### config.mk
export PLATFORM = sky130hd
export DESIGN_NAME = kir_ctrl
export DESIGN_NICKNAME = d
export VERILOG_FILES = /design/src/rtl/kirkwood_inverse_radius_core_assert.svh /design/src/rtl/kir_pkg.sv /design/src/rtl/kir_ctrl.sv
export SDC_FILE = /design/constraint.sdc
export NUM_CORES = 1
export LEC_CHECK = 0
export ABC_AREA = 1
export BUFFER_PORTS_ARGS = -buffer_cell sky130_fd_sc_hd__buf_2
export CORE_MARGIN = 2
export CORE_UTILIZATION = 50
export CTS_BUF_LIST = sky130_fd_sc_hd__clkbuf_16
export CTS_CLUSTER_SIZE = 14
export DETAILED_ROUTE_END_ITERATION = 8
export GPL_ROUTABILITY_DRIVEN = 0
export PLACE_DENSITY_LB_ADDON = 0.15
export RECOVER_POWER = 25
export REMOVE_ABC_BUFFERS = 1
export SLEW_MARGIN = 20
export SYNTH_ARGS = -nofsm -noshare
export SYNTH_HDL_FRONTEND = slang
export SYNTH_SLANG_ARGS = --single-unit
### constraint.sdc
create_clock -name clk_i -period 1.8 [get_ports clk_i]
set_input_delay 0.18 -clock clk_i [delete_from_list [all_inputs] [get_ports clk_i]]
set_output_delay 0.18 -clock clk_i [all_outputs]
set_load 0.1 [all_outputs]
### src/rtl/kirkwood_inverse_radius_core_assert.svh
// Assertion macros for the inverse Kirkwood radius core.
`ifndef KIRKWOOD_INVERSE_RADIUS_CORE_ASSERT_SVH
`define KIRKWOOD_INVERSE_RADIUS_CORE_ASSERT_SVH
`ifndef ASSERT_OFF
`define KIR_ASSERT(label, clk, rst_n, prop, msg) \
  label: assert property (@(posedge clk) disable iff (!rst_n) prop) else $error(msg);
`define KIR_ASSERT_ALWAYS(label, clk, prop, msg) \
  label: assert property (@(posedge clk) prop) else $error(msg);
`else
`define KIR_ASSERT(label, clk, rst_n, prop, msg)
`define KIR_ASSERT_ALWAYS(label, clk, prop, msg)
`endif
`endif

### src/rtl/kir_pkg.sv
// Shared constants and command/status types of the inverse Kirkwood radius core.
`default_nettype none
package kir_pkg;
  localparam int MAX_PARTICLES = 256;
  localparam int CNT_W = $clog2(MAX_PARTICLES + 1);
  localparam int ADDR_W = $clog2(MAX_PARTICLES);
  localparam int NN_W = 2 * CNT_W;
  localparam int DIV_W = 64;
  localparam int DVS_W = 34;
  localparam int S_W = 66;
  localparam int ROOT_W = 33;
  localparam int RSUM_W = 48;
  localparam int PSUM_W = 64;
  localparam int RAD_TERM_W = 41;
  localparam int PAIR_TERM_W = 42;

  localparam logic [RAD_TERM_W-1:0] RECIP_NUM = {1'b1, {(RAD_TERM_W-1){1'b0}}};
  localparam logic [PAIR_TERM_W-1:0] PAIR_NUM = {1'b1, {(PAIR_TERM_W-1){1'b0}}};

  typedef enum logic [1:0] {
    DIV_RAD  = 2'd0,
    DIV_PAIR = 2'd1,
    DIV_FIN  = 2'd2
  } div_sel_e;

  typedef struct packed {
    logic     load;
    logic     div_start;
    div_sel_e div_sel;
    logic     rsum_acc;
    logic     pair_init;
    logic     pair_rd;
    logic     sq_en;
    logic [1:0] sq_axis;
    logic     sq_acc;
    logic     sqrt_start;
    logic     pair_acc;
    logic     pair_next;
    logic     fin_start;
    logic     out_load;
    logic     clear;
  } cmd_t;

  typedef struct packed {
    logic in_need_div;
    logic in_last;
    logic last_q;
    logic div_busy;
    logic div_done;
    logic sqrt_busy;
    logic sqrt_done;
    logic root_zero;
    logic pair_more;
    logic out_busy;
  } sts_t;
endpackage
`default_nettype wire

### src/rtl/kir_ctrl.sv
// Controller: sequences loading, the pairwise sweep and the final division.
`default_nettype none
module kir_ctrl (
  input  wire logic          clk_i,
  input  wire logic          rst_ni,
  input  wire logic          in_valid_i,
  output logic               in_stall_o,
  input  wire kir_pkg::sts_t sts_i,
  output kir_pkg::cmd_t      cmd_o
);
  typedef enum logic [9:0] {
    S_IDLE   = 10'b0000000001,
    S_RWAIT  = 10'b0000000010,
    S_PINIT  = 10'b0000000100,
    S_PCHK   = 10'b0000001000,
    S_PSQ    = 10'b0000010000,
    S_PSQRT  = 10'b0000100000,
    S_PDWAIT = 10'b0001000000,
    S_FSTART = 10'b0010000000,
    S_FWAIT  = 10'b0100000000,
    S_FOUT   = 10'b1000000000
  } state_e;

  state_e     state_q, state_d;
  logic [2:0] sq_cnt_q, sq_cnt_d;

  always_comb begin
    state_d  = state_q;
    sq_cnt_d = sq_cnt_q;
    cmd_o    = '0;
    cmd_o.div_sel = kir_pkg::DIV_RAD;
    case (state_q)
      S_IDLE: begin
        if (in_valid_i) begin
          cmd_o.load = 1'b1;
          if (sts_i.in_need_div) begin
            cmd_o.div_start = 1'b1;
            state_d = S_RWAIT;
          end else if (sts_i.in_last) begin
            state_d = S_PINIT;
          end
        end
      end
      S_RWAIT: begin
        if (sts_i.div_done) begin
          cmd_o.rsum_acc = 1'b1;
          state_d = sts_i.last_q ? S_PINIT : S_IDLE;
        end
      end
      S_PINIT: begin
        cmd_o.pair_init = 1'b1;
        state_d = S_PCHK;
      end
      S_PCHK: begin
        if (sts_i.pair_more) begin
          cmd_o.pair_rd = 1'b1;
          sq_cnt_d = '0;
          state_d = S_PSQ;
        end else begin
          state_d = S_FSTART;
        end
      end
      S_PSQ: begin
        // Square one axis per cycle; each square is added in the next cycle.
        cmd_o.sq_en   = sq_cnt_q < 3'd3;
        cmd_o.sq_axis = sq_cnt_q[1:0];
        cmd_o.sq_acc  = (sq_cnt_q != 3'd0) && (sq_cnt_q < 3'd4);
        sq_cnt_d = sq_cnt_q + 3'd1;
        if (sq_cnt_q == 3'd4) begin
          cmd_o.sqrt_start = 1'b1;
          state_d = S_PSQRT;
        end
      end
      S_PSQRT: begin
        if (sts_i.sqrt_done) begin
          if (sts_i.root_zero) begin
            cmd_o.pair_acc  = 1'b1;
            cmd_o.pair_next = 1'b1;
            state_d = S_PCHK;
          end else begin
            cmd_o.div_start = 1'b1;
            cmd_o.div_sel   = kir_pkg::DIV_PAIR;
            state_d = S_PDWAIT;
          end
        end
      end
      S_PDWAIT: begin
        if (sts_i.div_done) begin
          cmd_o.pair_acc  = 1'b1;
          cmd_o.pair_next = 1'b1;
          state_d = S_PCHK;
        end
      end
      S_FSTART: begin
        cmd_o.fin_start = 1'b1;
        cmd_o.div_start = 1'b1;
        cmd_o.div_sel   = kir_pkg::DIV_FIN;
        state_d = S_FWAIT;
      end
      S_FWAIT: begin
        if (sts_i.div_done) begin
          state_d = S_FOUT;
        end
      end
      S_FOUT: begin
        if (!sts_i.out_busy) begin
          cmd_o.out_load = 1'b1;
          cmd_o.clear    = 1'b1;
          state_d = S_IDLE;
        end
      end
      default: begin
        state_d = S_IDLE;
      end
    endcase
  end

  always_ff @(posedge clk_i or negedge rst_ni) begin
    if (!rst_ni) begin
      state_q  <= S_IDLE;
      sq_cnt_q <= '0;
    end else begin
      state_q  <= state_d;
      sq_cnt_q <= sq_cnt_d;
    end
  end

  assign in_stall_o = state_q != S_IDLE;
endmodule
`default_nettype wire

==> summary.md, run 1 <==
| Metric | Value |
|---|---|
| Initial antenna violation count | `0` |
| Largest cells by area after synthesis | `dfrtp_1 (31%), nor2_1 (10%), nand3_1 (8.8%)` |
| Die X | `48.04 um` |
| Root Driver | `clkbuf_16` |
| PortBufs | `28` |
| Gate count of the mapped netlist | `about 140` |
| Top cell type's share of synthesized area | `30.97%` |
| Area leader, netlist | `dfrtp_1` |
| H-Tree Depth | `1` |
| Clock Sinks | `13` |
| CTS buffer count | `3` |
| Starting density of the core | `54.39%` |
| FP Rows | `15` |
| Synthesized flop and latch total | `13` |
| Sequential fraction of the synthesis area | `33.68%` |
| Die height | `48.04 um` |
| Yosys cell types | `24` |
| Worst_ep grt | `cmd_o[4]` |
| Worst-case clock buffer depth | `2` |
| Pin count of the biggest net entering global routing | `14` |
| Setup WS pre-CTS | `0.08453 ns` |
| Stopped at | `global routing` |
| Status | `aborted with a tool error` |
| Hpwl dp | `2098 um` |
| Cell Area, Synth | `between 900 and 1000 um2` |
| Tool Error | `[ERROR DPL-0033] detailed placement checks failed during check placement.` |
| Inst Count DP | `195` |
| Io pins | `31` |
| Synthesized area per cell | `6.877 um2` |
| Worst ep type | `output port` |
| Yosys warning count | `0` |
-- repair_timing --
action | CTS
hold buffers | 1
resized for setup | 22
setup endpoints to repair | 17
pin swaps | 5
buffers inserted | 9
endpoints found under the hold margin | 12
-- cell families after synthesis --
logic type      count (synthesis)  share of synthesized area, %
compound gates                 14                         7.484
xor+xnor                        1                        0.9034
fa+ha+maj                       2                         2.580
buf+inv                        26                         11.23
flops                          13                         33.68
simple gates                   85                         44.13
-- cell usage after synthesis, drive strengths merged --
master / n
dfstp: 1
a21oi: 4
inv: 23
ha: 2
nand4: 1
o22ai: 2
or2: 2
nor4: 1
xnor2: 1
dfrtp: 12
nand2: 29
nor3: 1
nor2: 34
o21ai: 8
buf: 3
nand3: 17
-- stage by stage --
step                hold WS (ns)  setup TNS (ns)  cell area, um2
floorplan                -0.1156          -20.16           947.2
detailed placement       0.08476               0            1404
CTS                       0.1354         -0.4937            1629
global placement         0.08224               0            1404
==> run 2: changes to the inputs <==
Settings changed: CORE_AREA set to 2 2 63 65, CORE_MARGIN 2 to not set, CORE_UTILIZATION 50 to not set, CTS_BUF_LIST sky130_fd_sc_hd__clkbuf_16 to not set, CTS_CLUSTER_SIZE 14 to not set, DIE_AREA set to 0 0 65 67.
==> run 2 against run 1 <==
Net effect: the flow now finishes, with violations (negative setup slack); synthesized area is the same; synthesized cell count stayed put.
==> summary.md, run 2 <==
| Metric | Value |
|---|---|
| Status | `finished with violations` |
| Failing checks | `negative setup slack` |
| Max-slew headroom | `47.66%` |
| Sequential fraction of the synthesis area | `between 30% and 40%` |
| Critical path class | `reg2out` |
| Worst EP arrival | `around 1.7 ns` |
| Commonest non-fill, non-tap cells in the layout | `inv_1 (18), nand2_1 (17), buf_12 (17), nor2_1 (15), nand3_1 (14)` |
| Met3 usage | `1.858%` |
| Overall Power | `approximately 2 mW` |
| Biggest regs | `state_q x10, sq_cnt_q x3` |
| Syn-to-layout area delta | `76.77%` |
| Reg power frac | `around 23%` |
| DIE AREA | `roughly 4400 um2` |
| Yosys cell types | `24` |
| Comb power frac | `approximately 64%` |
| Sequential cell area | `326.6 um2` |
| Final slew viol count | `0` |
| Root Driver | `clkbuf_8` |
| Top cell type's share of synthesized area | `a little under a third` |
| VDD IR max | `0.0009053 V` |
| Worst-Skew Late Latency | `approximately 0.25 ns` |
| Sw Pwr | `1.002 mW` |
| FP Rows | `22` |
| Endpoint, Worst Hold | `state_q[7]$_DFFE_PN0P_` |
| Largest cells by area after synthesis | `dfrtp_1 (31%), nor2_1 (10%), nand3_1 (8.8%)` |
| Required time of the worst setup path | `1.62 ns` |
| Clock skew | `0.005409 ns` |
| Clock Sinks | `13` |
| Crit-path max FO | `3` |
| Pin count of the biggest net entering global routing | `14` |
| Internal reg-to-reg setup slack | `0.01 ns` |
| Critical path endpoint category | `output port` |
| Core region area | `3606 um2` |
| DRT antenna net count | `0` |
| Synthesized flop and latch total | `13` |
| # fillers | `346` |
| Fin crit share | `104.7%` |
| Most common cell after layout, fill and taps aside | `inv_1` |
| Area of the multi-input gates | `670.6 um2` |
| Top reg by flops | `state_q` |
| Setup WS pre-CTS | `between 0.06 and 0.07 ns` |
| Synthesized area per cell | `6.877 um2` |
| Gr usage total | `between 10% and 20%` |
| Met2 GRT Util | `23.71%` |
| Cell Area, Synth | `969.7 um2` |
| Setup tns final | `-0.4550 ns` |
| Cell with the most instances after synthesis | `nor2_1` |
| Io pins | `31` |
| Sw Ratio | `51.43%` |
| GR Util met1 | `15.95%` |
| Critical Path Start Type | `register` |
| DRC viols | `0` |
| P per Cell Area | `1136 nW/um2` |
| Area leader, netlist | `dfrtp_1` |
| Share of cells above drive strength 1 | `a little under half` |
| Post-synth top cells | `nor2_1 (26), nand2_1 (22), inv_1 (21), nand3_1 (17), dfrtp_1 (12)` |
| Maximum clock frequency | `0.5304 GHz` |
| Die height | `67 um` |
| RSZ-0062 raised after global routing | `true` |
| Top FF cell, synth | `dfrtp_1` |
| Worst hold path class | `in2reg` |
| Power share of the clock group | `13.8%` |
| 1st-iter DRT viols | `26` |
| First-pass DRT Iterations | `4` |
| Static Leakage | `0.8536 nW` |
| Final nets | `between 200 and 250` |
| Fraction of registers with async set or reset after synthesis | `100.0%` |
| Worst setup path startpoint | `state_q[5]$_DFFE_PN0P_` |
| Path depth of the worst reg2reg path | `11` |
| Final hold vios | `0` |
| ANT cells | `0` |
| Number of synthesized flops with an enable pin | `0` |
| Fin area | `1714 um2` |
| Crit Reg-Reg Startpoint | `state_q[9]$_DFFE_PN0P_` |
| Worst-case clock buffer depth | `2` |
| Gate count of the mapped netlist | `141` |
| Clock period minus worst slack | `1.885 ns` |
| Final Core Density | `47.54%` |
| Internal power | `946.0 uW` |
| Worst-path clk slew | `0.06 ns` |
| GRT Max-Usage Layer | `met2` |
| Global-route wire length before repair | `4512 um` |
| Cell Area, Placed | `1448 um2` |
| CTS buffer count | `3` |
| Max-Cap Viols | `0` |
| Starting density of the core | `a little over a quarter` |
| H-Tree Depth | `1` |
| Post-Route WL | `around 2800 um` |
| Gr ovfl total | `0` |
| Die X | `between 60 and 70 um` |
| Initial antenna violation count | `0` |
| Routed vias/inst | `4.457` |
| R2R Path End | `state_q[6]$_DFFE_PN0P_` |
| CTS tree | `built` |
| Setup violation total in the final timing report | `9` |
| Drt wl/cell | `12.05 um` |
| Max FFs per register | `10` |
| Tightest Pin Transition | `0.7851 ns` |
| Hpwl dp | `2213 um` |
| Vias in the first global route | `roughly 1000` |
| Setup ws final | `-0.08543 ns` |
| PortBufs | `28` |
| Worst min-delay path startpoint | `sts_i[1]` |
| Worst hold stages | `2` |
| Yosys warning count | `0` |
| Via count | `1043` |
run 2: cell counts after synthesis:
Identical to the previous run, type by type.
run 2: how the worst max path moves through the flow:
stage,end,slack [ns]
after floorplan,cmd_o[3],-2.20
after global placement,cmd_o[15],0.11
after detailed placement,cmd_o[4],0.07
after CTS,cmd_o[15],-0.1
after global routing,cmd_o[15],-0.18
final,cmd_o[4],-0.09
run 2: kinds of logic (layout without fill, tap and decap cells):
| kind of cell | Yosys count | count (layout) | synth area share, % |
|---|---|---|---|
| and+or+nand+nor | 85 | 85 | 44.13 |
| buffers and inverters | 26 | 71 | 11.23 |
| AOI/OAI and AO/OA | 14 | 14 | 7.484 |
| DFF | 13 | 13 | 33.68 |
| adders and majority gates | 2 | 2 | 2.580 |
| xor gates and xnor gates | 1 | 1 | 0.9034 |
run 2: repair_timing:
item | in CTS | in global routing
gates cloned | 0 | 0
pin swaps | 5 | 5
setup endpoints to repair | 16 | 21
hold buffers | 1 | 0
endpoints found under the hold margin | 12 | 0
setup buffers | 8 | 1
gates resized for setup | 18 | 22
run 2: power by group through the flow:
stage	Clock (mW)	Sequential, mW	Combinational [mW]
floorplan	0	0.418	0.764
global placement	0	0.427	1.05
detailed placement	0	0.431	1.07
CTS	0.272	0.432	1.12
global route	0.282	0.447	1.35
finish	0.270	0.437	1.24
run 2: metal layers:
layer / wire length [um] / vias up
li1: - / 534
met1: 1229 / 487
met2: 1450 / 18
met3: 84 / 4
met4: 55 / 0
met5: 0 / -
run 2: critical path, stage by stage, from the launching register on:
cell,delay [ns]
dfrtp_1,0.42
nor2_4,0.16
inv_1,0.05
nor2_1,0.17
nand2_1,0.15
o22ai_2,0.20
buf_6,0.14
buf_12,0.16
run 2: area by class of cell:
| type | instances | share of cell area (%) |
|---|---|---|
| Clock buffer | 3 | 2.409 |
| Clock inverter | 1 | 0.2920 |
| Inverter | 23 | 5.037 |
| Multi-Input combinational cell | 102 | 39.12 |
| Sequential cell | 13 | 19.05 |
| Tap cell | 48 | 3.504 |
| Timing Repair Buffer | 44 | 30.58 |
run 2: metrics by stage:
| step | hold slack (ns) | cells |
|---|---|---|
| floorplan | -0.1156 | 138 |
| global placement | 0.09354 | 220 |
| detailed placement | 0.09384 | 220 |
| CTS | 0.1174 | 233 |
| global route | 0.1299 | 234 |
| finish | 0.1144 | 234 |
Power figures use the tool's default switching activity.
